==> src/hw/rtl/scsa_pkg.sv <==
// scsa_pkg: shared types, codes and helpers for the size-class scratch allocator.
// No dependencies; the allocator, front and back files refer to it by scoped names.
package scsa_pkg;

    localparam int unsigned LenBits   = 48;
    localparam int unsigned FileBits  = 4;
    localparam int unsigned MaxFiles  = 16;
    localparam int unsigned ClassBits = 6;
    localparam int unsigned CountBits = 5;
    // classes at or above this hold sizes beyond the granted_size field
    localparam logic [ClassBits-1:0] OversizeClass = 6'd48;

    typedef enum logic [1:0] {
        CMD_ALLOC   = 2'd0,
        CMD_RECYCLE = 2'd1,
        CMD_FAIL    = 2'd2,
        CMD_NOP     = 2'd3
    } t_cmd;

    typedef enum logic [2:0] {
        ST_OK       = 3'd0,
        ST_LIMIT    = 3'd1,
        ST_NO_FILE  = 3'd2,
        ST_FULL     = 3'd3,
        ST_OVERFLOW = 3'd4
    } t_status;

    typedef enum logic [1:0] {
        CFG_LIMIT_EN   = 2'd0,
        CFG_BYTE_LIMIT = 2'd1,
        CFG_FILE_COUNT = 2'd2,
        CFG_START_FILE = 2'd3
    } t_cfg_idx;

    typedef enum logic [2:0] {
        BK_IDLE,
        BK_COUNT,
        BK_POP,
        BK_MOD,
        BK_SEARCH
    } t_bk_state;

    typedef struct packed {
        logic                 limit_en;
        logic [LenBits-1:0]   byte_limit;
        logic [CountBits-1:0] file_count;
        logic [FileBits-1:0]  start_file;
    } t_cfg;

    // classified item as it waits between front and back
    typedef struct packed {
        t_cmd                 cmd;
        logic [LenBits-1:0]   len;
        logic [FileBits-1:0]  file;
        logic [LenBits-1:0]   off;
        logic [ClassBits-1:0] cls;
    } t_item;

    // size class = ceil(log2(len)), with 0 and 1 both in class 0
    function automatic logic [ClassBits-1:0] size_class(input logic [LenBits-1:0] len);
        logic [LenBits-1:0]   lm1;
        logic [ClassBits-1:0] c;
        lm1 = len - LenBits'(1);
        c   = '0;
        if (len > LenBits'(1)) begin
            for (int i = 0; i < LenBits; i++) begin
                if (lm1[i]) c = ClassBits'(i + 1);
            end
        end
        return c;
    endfunction

endpackage

==> src/hw/rtl/scsa_req_if.sv <==
// scsa_req_if: request channel, valid/ready with the command payload.
// Depends on nothing.
interface scsa_req_if;
    logic        valid;
    logic        ready;
    logic [1:0]  cmd;
    logic [47:0] length_bytes;
    logic [3:0]  file_index;
    logic [47:0] range_offset;

    modport source (output valid, cmd, length_bytes, file_index, range_offset, input ready);
    modport sink   (input valid, cmd, length_bytes, file_index, range_offset, output ready);
endinterface

==> src/hw/rtl/scsa_front.sv <==
// scsa_front: accepts requests, computes the size class, and holds them in a
// two-entry queue for the back end. Depends on scsa_pkg and scsa_req_if.
module scsa_front (
    input  logic              i_clk,
    input  logic              i_rst_n,
    scsa_req_if.sink          i_req,
    output logic              o_q_valid,
    output scsa_pkg::t_item   o_q_item,
    input  logic              i_q_deq
);
    scsa_pkg::t_item r_q [2];
    logic            r_wp, r_rp;
    logic [1:0]      r_cnt;
    logic            enq;
    scsa_pkg::t_item n_item;

    assign i_req.ready = (r_cnt != 2'd2);
    assign enq         = i_req.valid && i_req.ready;
    assign o_q_valid   = (r_cnt != 2'd0);
    assign o_q_item    = r_q[r_rp];

    // classify on the way in
    always_comb begin
        n_item.cmd  = scsa_pkg::t_cmd'(i_req.cmd);
        n_item.len  = i_req.length_bytes;
        n_item.file = i_req.file_index;
        n_item.off  = i_req.range_offset;
        n_item.cls  = scsa_pkg::size_class(i_req.length_bytes);
    end

    // queue payload
    always_ff @(posedge i_clk) begin
        if (enq) r_q[r_wp] <= n_item;
    end

    // queue pointers
    always_ff @(posedge i_clk) begin
        if (!i_rst_n) begin
            r_wp  <= 1'b0;
            r_rp  <= 1'b0;
            r_cnt <= 2'd0;
        end else begin
            if (enq) r_wp <= ~r_wp;
            if (i_q_deq) r_rp <= ~r_rp;
            case ({enq, i_q_deq})
                2'b10:   r_cnt <= r_cnt + 2'd1;
                2'b01:   r_cnt <= r_cnt - 2'd1;
                default: r_cnt <= r_cnt;
            endcase
        end
    end
endmodule

==> src/flat_wrapper.sv <==
// flat-port wrapper written by rule: the top's interface ports become plain ports
module scsa_front_flat 
  (i_clk, i_rst_n, o_q_valid, o_q_item, i_q_deq, i_req_valid, i_req_cmd, i_req_length_bytes, i_req_file_index, i_req_range_offset, i_req_ready);
  scsa_req_if i_req_i ();
  input  logic i_clk;
  input  logic i_rst_n;
  output logic o_q_valid;
  output scsa_pkg::t_item o_q_item;
  input  logic i_q_deq;
  input wire logic [$bits(i_req_i.valid)-1:0] i_req_valid;
  input wire logic [$bits(i_req_i.cmd)-1:0] i_req_cmd;
  input wire logic [$bits(i_req_i.length_bytes)-1:0] i_req_length_bytes;
  input wire logic [$bits(i_req_i.file_index)-1:0] i_req_file_index;
  input wire logic [$bits(i_req_i.range_offset)-1:0] i_req_range_offset;
  output wire logic [$bits(i_req_i.ready)-1:0] i_req_ready;
  assign i_req_i.valid = i_req_valid;
  assign i_req_i.cmd = i_req_cmd;
  assign i_req_i.length_bytes = i_req_length_bytes;
  assign i_req_i.file_index = i_req_file_index;
  assign i_req_i.range_offset = i_req_range_offset;
  assign i_req_ready = i_req_i.ready;
  scsa_front u_core (.i_clk(i_clk), .i_rst_n(i_rst_n), .i_req(i_req_i), .o_q_valid(o_q_valid), .o_q_item(o_q_item), .i_q_deq(i_q_deq));
endmodule
==> config.mk <==
export PLATFORM = sky130hd
export DESIGN_NAME = scsa_front_flat
export DESIGN_NICKNAME = d
export VERILOG_FILES = /design/src/hw/rtl/scsa_pkg.sv /design/src/hw/rtl/scsa_req_if.sv /design/src/hw/rtl/scsa_front.sv /design/src/flat_wrapper.sv
export SDC_FILE = /design/constraint.sdc
export NUM_CORES = 1
export LEC_CHECK = 0
export BUFFER_PORTS_ARGS = -buffer_cell sky130_fd_sc_hd__buf_4
export CORE_MARGIN = 2
export CORE_UTILIZATION = 50
export CTS_CLUSTER_SIZE = 25
export DETAILED_ROUTE_END_ITERATION = 7
export PLACE_DENSITY = 0.85
export SLEW_MARGIN = 20
export SYNTH_ARGS = -nofsm -noshare
export SYNTH_HDL_FRONTEND = slang
export SYNTH_SLANG_ARGS = --single-unit
==> constraint.sdc <==
create_clock -name i_clk -period 6.11 [get_ports i_clk]
set_clock_uncertainty 0.05 [all_clocks]
set_input_delay 0.611 -clock i_clk [delete_from_list [all_inputs] [get_ports i_clk]]
set_output_delay 0.611 -clock i_clk [all_outputs]
set_load 0.02 [all_outputs]
==> results of run 1 <==
-- area by class of cell --
type	instances	area (µm²)	share of cell area, %
clock buffers	31	627	4.75
clock inverters	13	158	1.19
inverters	16	60.1	0.455
multi-input cells	502	3760	28.5
flip-flops and latches	221	6590	49.9
well taps	275	344	2.60
repair buffers	221	1670	12.7
-- stage by stage --
step | cells | worst slack [ns] | power [mW] | cell area (µm²) | hold slack (ns)
after CTS | 1279 | 2.59 | 4.04 | 13200 | 0.206
final | 1279 | 2.50 | 4.00 | 13200 | 0.228
after floorplan | 787 | 0.199 | 2.31 | 10600 | 0.423
after detailed placement | 1235 | 2.06 | 2.62 | 12400 | 0.463
after global placement | 1235 | 2.19 | 2.60 | 12400 | 0.443
after global routing | 1279 | 2.27 | 4.16 | 13200 | 0.203
-- layer usage --
layer,up-vias,GRT usage [%]
li1,3488,-
met1,3623,27.8
met2,374,37.2
met3,60,4.74
met4,0,6.14
met5,-,0
-- registers in the layout (all words and copies together), names as in the netlist, named ones only --
signal,count
u_core.r_q,216
u_core.r_cnt,2
u_core.r_wp,1
u_core.r_rp,1
-- cell families (layout without fill, tap and decap cells) --
family | Yosys count | after routing | share of synthesized area (%)
and+or+nand+nor | 223 | 223 | 12.1
DFF | 221 | 221 | 62.3
AOI/OAI and AO/OA | 144 | 144 | 9.23
muxes | 111 | 111 | 11.8
buffers and inverters | 64 | 281 | 2.38
xor gates and xnor gates | 20 | 20 | 1.66
adders and majority gates | 4 | 4 | 0.474
-- synthesized netlist by cell type, types with 4 or more instances --
library cell,number,share of area (%)
o211ai_1,6,0.43
nor2_1,47,1.7
xnor2_1,16,1.3
xor2_1,4,0.33
and2_1,5,0.30
o22ai_1,6,0.36
a21oi_1,18,0.85
nor3b_1,8,0.57
nand4b_1,4,0.33
a41oi_1,4,0.33
nor2b_1,7,0.41
dfxtp_1,5,0.95
nand3_1,15,0.71
a21o_1,6,0.43
nand2_1,25,0.89
inv_1,16,0.57
o32ai_1,4,0.33
clkbuf_1,37,1.3
nand4_1,10,0.59
or3_1,10,0.59
a211oi_1,7,0.50
nand2b_1,8,0.47
o31ai_1,9,0.64
o21ai_0,32,1.5
nor3_1,26,1.2
nor4_1,19,1.1
buf_1,4,0.14
mux2_2,110,12
a22oi_1,4,0.28
and3_1,6,0.36
or4_1,6,0.43
a31oi_1,11,0.65
buf_2,6,0.28
ha_1,4,0.47
edfxtp_1,216,61
o21a_1,6,0.43
-- placed cells by master (no fill, tap or decap), types with 6 or more instances in the layout --
master     Yosys  layout
buf_4          1     220
a21oi_1       18      18
o211ai_1       6       6
nand3_1       15      15
xnor2_1       16      16
a211oi_1       7       7
mux2_2       110     110
nor2_1        47      46
nand4_1       10      10
o21ai_0       32      32
o21a_1         6       6
edfxtp_1     216     216
nor4_1        19      18
nor3_1        26      26
o31ai_1        9       9
nor3b_1        8       8
inv_1         16      16
clkbuf_16      0      24
o22ai_1        6       6
or3_1         10      10
nand2b_1       8       8
or4_1          6       6
nor2b_1        7       7
clkbuf_1      37       7
a21o_1         6       6
nand2_1       25      25
a31oi_1       11      11
-- worst paths after layout --
kind	cells past startpoint	slack, ns	startpoint	to
worst max-delay path	10	2.50	i_req_length_bytes[7]	u_core.r_q[1][4]
worst min-delay path	1	0.23	i_req_range_offset[22]	u_core.r_q[0][28]
worst max register to register	3	3.58	u_core.r_cnt[0]	u_core.r_q[1][81]
worst min register to register	2	0.46	u_core.r_cnt[1]	u_core.r_cnt[1]
-- critical path, cell delays in order --
cell,delay [ns]
buf_4,0.14
or4_1,0.70
nor3_2,0.33
nand3_1,0.48
o31a_1,0.41
nor3_1,0.28
nor3b_1,0.37
and2_1,0.23
nand4b_1,0.11
a22oi_1,0.21
-- report_power, final --
part	switching [mW]	internal [mW]	leakage (nW)
Sequential	0.0454	1.82	2.06
Combinational	0.404	0.311	2.17
Clock	0.559	0.855	0.377
Total	1.01	2.99	4.60
==> results.md, run 1 <==
- Status: complete, no violations
- # port buffers: 215
- Leak: 4.60 nW
- Number of global-route vias before repair: 7281
- Core area: 0.0209 mm²
- Initial DRC Count: 663
- Async S/R FF share, synth: 0%
- Placer Congestion: 1.03
- Final core utilization: 63.2%
- IO Pins: 216
- Hold Buf Count CTS: 0
- Via count: 7545
- Maximum capacitance violations: 0
- Relative max-transition margin: 32.6%
- Die height: 149 µm
- Mapped cell area: 0.0106 mm²
- DIE AREA: 0.0223 mm²
- Worst-path clk slew: 0.06 ns
- Post-DP HPWL: 17400 µm
- Area grow syn2layout: 25.0%
- Crit-path max FO: 13
- Initial antenna violation count: 0
- RSZ-0062 raised after global routing: no
- Post-route ant nets: 0
- Worst-Margin Slew: 1.01 ns
- Max Fclk: 0.277 GHz
- Vias/cell: 5.90
- ANT cells: 0
- Final count of pins violating max slew: 0
- Setup TNS Final: 0 ns
- Proportion of layout cells with a drive suffix above 1: 38.5%
- Total Routed Length: 25200 µm
- Post-CTS repair timing setup buffer count: 0
- Uppermost layer routed: met4
- Peak supply drop: 0.000206 V
- DRT met1 WL: 9910 µm
- # rows: 53
- Post-Syn Nets: 897
- Sink Count: 221
- Final Hold Vio Count: 0
- Num CTS Buffers: 24
- Die X-Extent: 149 µm
- Power Dens Cells: 303 mW/mm²
- Setup violators final: 0
- Req. time, crit path: 6.40 ns
- Met3 Wirelength: 2420 µm
- Skew-Pair Late Insertion Delay: 0.50 ns
- First-pass detailed-route iteration total: 5
- Cell count after synthesis: 787
- Clock buffer depth: 3
- GRT Total Usage: 21.7%
- Pin count of the biggest net entering global routing: 81
- Filler cells: 1566
- Synth Register Bits: 221
- Wire length of the first global-routing pass: 38300 µm
- Crit path launch type: input pin
- Syn. warnings: 0
- Clk root buf: clkbuf_16
- GRT overflow: 0
- Hold Crit Class: in2reg
- CP arrival: 3.90 ns
- Post-layout net count: 1096
- CTS tree: built
- Syn Area/Cell: 13.4 µm²
- H-Tree Level Count: 1
- Met2 wire length: 12200 µm
- Primary FF master, synth: edfxtp_1
- Crit share post-route: 59.1%
- Initial Util: 50.6%
- PostCTS Resize Cnt: 0
- DRC Markers: 0
- Worst Path Class, Setup: in2reg
- Netlist cell types: 71
- Minimum clock period: 3.61 ns
- Register area share after synthesis: 62.3%
- Post-synth EDFFs: 216
- CP Capture Type: register
- Wire per inst: 19.7 µm
Note: power is estimated with default switching activity, not from simulation.
==> run 2, diff against run 1 <==
Settings changed: ABC_AREA from default to 1, CORE_UTILIZATION 50 to 49, PLACE_DENSITY 0.85 to 0.84.
Clock period 6.11 ns to 3.1 ns, I/O delays scaled along.
==> results.md, run 2 <==
- Crit share post-route: 107%
- Status: finished, violations left
- Cell count after synthesis: 684 (-13%)
- Async S/R FF share, synth: 0% (unchanged)
- Area grow syn2layout: 46.0%
- CP arrival: 3.60 ns (-0.30 ns)
- Most frequent cells after synthesis: edfxtp_1 (216), mux2_2 (108), nand2_1 (102), nor2_1 (55), inv_1 (44)
- Register area share after synthesis: 68.1% (+5.8 points)
- Via count: 6962 (-7.7%)
- Skew-Pair Late Insertion Delay: 0.51 ns (about the same)
- DRC Markers: 0 (unchanged)
- Worst-path clk slew: 0.06 ns (about the same)
- Relative max-transition margin: 57.8% (+25 points)
- Setup violators final: 12 (+12)
- Power Dens Cells: 542 mW/mm² (+79%)
- Req. time, crit path: 3.38 ns (-3.02 ns)
- CTS tree: built
- Clk root buf: clkbuf_16
- Max Fclk: 0.301 GHz
- Wire length of the first global-routing pass: 35300 µm (-7.8%)
- Initial antenna violation count: 0 (unchanged)
- Number of global-route vias before repair: 7015 (-3.7%)
- RSZ-0062 raised after global routing: yes
- ANT cells: 0 (unchanged)
- Commonest non-fill, non-tap cell in the layout: buf_4
- Pre-CTS setup slack: -0.821 ns (-2.89 ns)
- Core area: 0.0194 mm² (-7.1%)
- Die X-Extent: 144 µm (-3.3%)
- DIE AREA: 0.0209 mm² (-6.5%)
- Max reg flops: 216 (unchanged)
- Die height: 144 µm (-3.3%)
- Post-DP HPWL: 14300 µm (-18%)
- Final WS setup: -0.224 ns (-2.72 ns)
- Switch share: 24.9% (-0.28 points)
- NetSw: 1.91 mW (+89%)
- Vias/cell: 5.07 (-14%)
- Placer Congestion: 0.838 (-19%)
- Proportion of layout cells with a drive suffix above 1: 45.6% (+7.0 points)
- Post-layout net count: 1203 (+9.8%)
- IO Pins: 216 (unchanged)
- First-pass detailed-route iteration total: 5 (unchanged)
- Final Hold Vio Count: 0 (unchanged)
- Clk network pwr share: 34.0% (-1.4 points)
- Peak supply drop: 0.000443 V (+110%)
- Worst Path Class, Setup: in2reg
- Post-route ant nets: 0 (unchanged)
- Sink Count: 221 (unchanged)
- # rows: 51 (-3.8%)
- Initial DRC Count: 342 (-48%)
- Hold depth: 1 (unchanged)
- Final core utilization: 72.8% (+9.5 points)
- Reg with most FFs: u_core.r_q
- Leak: 5.55 nW (+21%)
- Crit path launch type: input pin
- Syn Area/Cell: 14.1 µm² (+5.2%)
- Mapped cell area: 0.00967 mm² (-8.5%)
- Int Pwr: 5.75 mW (+92%)
- Hold Crit Class: in2reg
- GRT Total Usage: 21.7% (-0.023 points)
- Pin count of the biggest net entering global routing: 108 (+33%)
- Main area contributors after synthesis: edfxtp_1 (67%), mux2_2 (13%), nand2_1 (4.0%), nor2_1 (2.1%), xor2_1 (2.1%)
- Register Area: 0.00659 mm² (unchanged)
- Wire per inst: 17.2 µm (-13%)
- Filler cells: 1218 (-22%)
- Crit-path max FO: 3 (-10)
- H-Tree Level Count: 1 (unchanged)
- Violated checks: setup timing
- Post-synth EDFFs: 216 (unchanged)
- Initial Util: 49.8% (-0.76 points)
- Primary FF master, synth: edfxtp_1
- Most frequent cells in the layout: buf_4 (303), edfxtp_1 (216), mux2_2 (108)
- Num CTS Buffers: 23 (-4.2%)
- R2R cell count: 5 (+2)
- Synth Register Bits: 221 (unchanged)
- Largest regs: u_core.r_q x216, u_core.r_cnt x2
- Logic pwr share: 18.8% (+0.9 points)
- Area leader, netlist: edfxtp_1
- Post-Syn Nets: 794 (-11%)
- Most numerous cell in the Yosys netlist: edfxtp_1
- Syn. warnings: 0 (unchanged)
- Share of power burned in registers: 47.2% (+0.5 points)
- Final count of pins violating max slew: 0 (unchanged)
- Maximum capacitance violations: 0 (unchanged)
- # port buffers: 215 (unchanged)
- Footprint of the multi-input gates: 0.00306 mm² (-19%)
- Netlist cell types: 36 (-49%)
- CP Capture Type: register
- Area fraction of the dominant cell type after synthesis: 67.1% (+5.7 points)
- Worst-Margin Slew: 0.633 ns (-0.377 ns)
- Clock buffer depth: 3 (unchanged)
- Minimum clock period: 3.32 ns
- Total Routed Length: 23600 µm (-6.3%)
- GRT overflow: 0 (unchanged)
run 2: changes by cell type in the layout (fill, tap and decap cells not counted), sizes merged, moves of 10 or more:
cell | previous run | this run
buf | 221 | 314
dlygate4sd3 | 0 | 82
nand2 | 25 | 104
inv | 17 | 50
o21ai | 35 | 9
xor2 | 4 | 23
nor4 | 22 | 8
nor2 | 47 | 59
nor3 | 29 | 19
run 2: metrics by stage:
step / hold slack [ns] / power [mW] / setup TNS, ns / cells / instance area, µm²
5_1_grt: 0.00137 / 7.92 / -4.87 / 1373 / 14100
3_5_place_dp: 0.430 / 4.99 / -9.54 / 1232 / 12300
3_3_place_gp: 0.417 / 4.95 / -7.98 / 1232 / 12300
6_report: 0.0126 / 7.65 / -2.22 / 1373 / 14100
4_1_cts: -0.00739 / 7.67 / -1.98 / 1361 / 13900
2_1_floorplan: 0.359 / 4.36 / -210.36 / 684 / 9730
run 2: power groups by stage:
stage,registers (mW),logic [mW],clock network (mW)
CTS,3.61,1.42,2.64
global placement,3.65,1.30,0
global route,3.63,1.54,2.75
finish,3.61,1.44,2.60
detailed placement,3.67,1.32,0
floorplan,3.66,0.708,0
run 2: final cells by class:
| class | count | area share, % |
|---|---|---|
| Inverter | 49 | 1.34 |
| Clock buffer | 30 | 4.26 |
| Multi-Input combinational cell | 402 | 21.7 |
| Tap cell | 265 | 2.35 |
| Sequential cell | 221 | 46.7 |
| Clock inverter | 10 | 0.682 |
| Timing Repair Buffer | 396 | 23.0 |
run 2: timing repair:
item                                    in CTS  in global routing
hold endpoints to repair                   163                  2
pin swaps                                    8                 15
endpoints found under the setup margin      12                 12
setup buffers                               16                 11
hold buffers                                81                  1
resized for setup                           19                 21
run 2: per-layer routing:
layer	up-vias	GRT usage (%)	part of all wire [%]
met5	-	0	0
met2	223	39.8	52
met4	0	6.49	2.8
met1	3399	25.8	40
li1	3285	-	-
met3	55	4.11	5.7
run 2: worst paths after layout:
| path | from | to | slack [ns] |
|---|---|---|---|
| worst max register to register | u_core.r_cnt[0] | u_core.r_q[0][33] | 1.24 |
| worst max-delay path | i_req_length_bytes[3] | u_core.r_q[1][2] | -0.22 |
| worst min register to register | u_core.r_cnt[1] | u_core.r_cnt[1] | 0.44 |
| worst min-delay path | i_req_length_bytes[26] | u_core.r_q[0][84] | 0.01 |
run 2: logic make-up (layout without fill, tap and decap cells):
family | count (synthesis) | in the layout | share of synthesized area (%)
AO/OA/AOI/OAI | 24 | 24 | 1.31
multiplexers | 108 | 108 | 12.6
flip-flops | 221 | 221 | 68.1
buffers and inverters | 61 | 485 | 2.37
AND/OR/NAND/NOR | 224 | 224 | 11.3
adder cells (fa/ha/maj) | 4 | 4 | 0.518
XOR/XNOR | 42 | 42 | 3.80
run 2: worst max-delay path, cell delays in order:
cell and delay (ns):
buf_6 0.10, nor2_4 0.14, nand4_4 0.12, nor3_4 0.21, nand3_4 0.11, nor3_4 0.14, nor3b_4 0.23, nand2_2 0.07
or3_4 0.35, nor4_4 0.17, nor3b_4 0.25, nand2_2 0.12, nor3_4 0.17, nand3_2 0.14, nor2_4 0.13, nand3b_4 0.11
xor2_2 0.17, nand2_1 0.08, inv_2 0.06, buf_4 0.12, buf_4 0.12, a31oi_2 0.19
==> run 3, diff against run 2 <==
--- a/config.mk
+++ b/config.mk
@@ -8,4 +8,5 @@
 export ABC_AREA = 1
 export BUFFER_PORTS_ARGS = -buffer_cell sky130_fd_sc_hd__buf_4
+export CORE_ASPECT_RATIO = 0.9
 export CORE_MARGIN = 2
 export CORE_UTILIZATION = 49
--- a/constraint.sdc
+++ b/constraint.sdc
@@ -3,3 +3,3 @@
 set_input_delay 0.31 -clock i_clk [delete_from_list [all_inputs] [get_ports i_clk]]
 set_output_delay 0.31 -clock i_clk [all_outputs]
-set_load 0.02 [all_outputs]
+set_load 0.01 [all_outputs]
==> results.md, run 3 (same netlist as run 2, synthesis figures left out) <==
- Area grow syn2layout: 45.4%
- Req. time, crit path: 3.40 ns (+0.02 ns)
- Switch share: 23.9% (-1.0 points)
- Worst path depth: 21 (-4.5%)
- Status: finished, violations left
- Filler cells: 1193 (-2.1%)
- Die X-Extent: 152 µm (+5.3%)
- RSZ-0062 raised after global routing: yes
- DIE AREA: 0.0209 mm² (about the same)
- Crit path largest cell delay: 0.35 ns (about the same)
- Hold Crit Class: in2reg
- Violated checks: setup timing
- Proportion of layout cells with a drive suffix above 1: 46.6% (+1.0 points)
- NetSw: 1.75 mW (-8.2%)
- Initial DRC Count: 382 (+12%)
- Minimum hold slack: 0.0151 ns (+0.00251 ns)
- Commonest non-fill, non-tap cell in the layout: buf_4
- Pre-CTS setup slack: -0.766 ns (+0.0544 ns)
- Vias/cell: 5.10 (+0.61%)
- # rows: 48 (-5.9%)
- Number of global-route vias before repair: 7067 (+0.74%)
- # port buffers: 215 (unchanged)
- Final WS setup: -0.222 ns (+0.00225 ns)
- Int Pwr: 5.58 mW (-2.9%)
- Peak supply drop: 0.000452 V (+2.2%)
- GRT Total Usage: 21.7% (about the same)
- H-Tree Level Count: 1 (unchanged)
- Final Hold Vio Count: 0 (unchanged)
- Skew-Pair Late Insertion Delay: 0.49 ns (-0.02 ns)
- Clock buffer depth: 3 (unchanged)
- Clk root buf: clkbuf_16
- Core area: 0.0193 mm² (-0.62%)
- Minimum clock period: 3.32 ns (-0.00225 ns)
- Setup violators final: 12 (unchanged)
- Reg with most FFs: u_core.r_q
- Top delay family on crit path: simple AND/OR/NAND/NOR gates
- Crit path launch type: input pin
- Crit-path cells: buf_8 -> nor2_4 -> nand4_4 -> nor3_4 -> nand3_4 -> nor3_4 -> nor3b_4 -> nand2_2 -> or3_4 -> nor4_4 -> nor3b_4 -> nand2_2 -> nor3_4 -> nand3_2 -> xor2_1 -> nand2_1 -> nor2_1 -> nand3_4 -> nor2_4 -> nand2_2 -> a21oi_2
- Final count of pins violating max slew: 0 (unchanged)
- Clk network pwr share: 33.0% (-1.0 points)
- Hold depth: 1 (unchanged)
- CP arrival: 3.62 ns (+0.02 ns)
- Maximum capacitance violations: 0 (unchanged)
- R2R cell count: 5 (unchanged)
- Worst-Margin Slew: 0.772 ns (+0.138 ns)
- DRC Markers: 0 (unchanged)
- Post-DP HPWL: 14700 µm (+2.7%)
- CP Buf/Inv Count: 1 (-3)
- Setup TNS Final: -2.11 ns (+0.116 ns)
- Die height: 137 µm (-5.0%)
- ANT cells: 0 (unchanged)
- Wire length of the first global-routing pass: 35900 µm (+1.8%)
- Initial antenna violation count: 0 (unchanged)
- Pin count of the biggest net entering global routing: 83 (-23%)
- Via count: 6943 (-0.27%)
- Relative max-transition margin: 48.6% (-9.2 points)
- Crit-path max FO: 2 (-1)
- R2R Setup Slk: 1.21 ns (-0.03 ns)
- Total Routed Length: 23500 µm (-0.40%)
- CP Capture Type: register
- Crit share post-route: 107% (about the same)
- Critical-path top delay cell: or3_4
- Tot Pwr: 7.33 mW (-4.3%)
- Max Fclk: 0.301 GHz (about the same)
- Max reg flops: 216 (unchanged)
- Worst Path Class, Setup: in2reg
- Sink Count: 221 (unchanged)
- CTS tree: built
- Logic pwr share: 17.7% (-1.1 points)
- First-pass detailed-route iteration total: 5 (unchanged)
- Placer Congestion: 0.867 (+3.4%)
- Worst-path clk slew: 0.05 ns (about the same)
- Leak: 5.57 nW (+0.29%)
- Largest regs: u_core.r_q x216, u_core.r_cnt x2
- Share of power burned in registers: 49.4% (+2.2 points)
- Num CTS Buffers: 23 (unchanged)
- IO Pins: 216 (unchanged)
- Post-route ant nets: 0 (unchanged)
- Initial Util: 50.1% (+0.31 points)
- GRT overflow: 0 (unchanged)
- Most frequent cells in the layout: buf_4 (313), edfxtp_1 (216), mux2_2 (108)
- Post-layout net count: 1206 (+0.25%)
- Wire per inst: 17.3 µm (+0.48%)
- Power Dens Cells: 521 mW/mm² (-3.9%)
-- run 3: changes by cell type in the layout (fill, tap and decap cells not counted), moves of 2 or more --
cell and delta:
bufinv_16 -2, nor2_1 +2, clkinv_1 -2, dlygate4sd3_1 -6
clkinv_2 +4, buf_4 +10
-- run 3: per-layer routing --
| metal | up-vias | wire (µm) | global-route usage (%) | share of wire, % |
|---|---|---|---|---|
| met1 | 3367 | 9390 | 25.7 | 40 |
| met3 | 45 | 1340 | 4.28 | 5.7 |
| met2 | 243 | 12100 | 40.6 | 52 |
| met5 | - | 0 | 0 | 0 |
| li1 | 3288 | - | - | - |
| met4 | 0 | 605 | 5.76 | 2.6 |
-- run 3: power by group through the flow --
stage          clock, mW  sequential, mW  combinational, mW
2_1_floorplan          0            3.66              0.565
3_3_place_gp           0            3.66               1.15
3_5_place_dp           0            3.68               1.18
4_1_cts             2.46            3.62               1.28
5_1_grt             2.57            3.64               1.39
6_report            2.42            3.62               1.30
-- run 3: through the flow --
stage,utilization [%],cells,instance area [µm²]
after floorplan,-,684,9730
after global placement,63.8,1223,12300
after detailed placement,63.8,1223,12300
after CTS,72.2,1356,13900
after global routing,72.9,1361,14100
final,72.9,1361,14100
-- run 3: worst paths after layout --
path                          start                 to
min          i_req_length_bytes[34]  u_core.r_q[0][92]
max           i_req_length_bytes[1]   u_core.r_q[0][4]
min reg2reg             u_core.r_rp           register
max reg2reg         u_core.r_cnt[0]  u_core.r_q[0][92]
-- run 3: repair_timing --
action                     in CTS  in global routing
resized for setup              18                 27
setup buffers                  17                  5
hold endpoints to repair      152                  0
pin swaps                       5                 13
setup endpoints to repair      12                 12
hold buffers                   76                  0
-- run 3: worst register-to-register path, stage by stage, from the launching register on --
cell     delay [ns]
dfxtp_1        0.34
inv_1          0.08
nand2_1        0.10
nand2_1        0.16
nor2_4         0.12
buf_4          0.59
-- run 3: final cells by class --
class	count	area, µm²	area share (%)
Sequential cell	221	6590	46.9
Timing Repair Buffer	399	3250	23.1
Tap cell	250	313	2.22
Multi-Input combinational cell	402	3060	21.8
Clock buffer	30	602	4.28
Inverter	49	194	1.38
Clock inverter	10	48.8	0.347
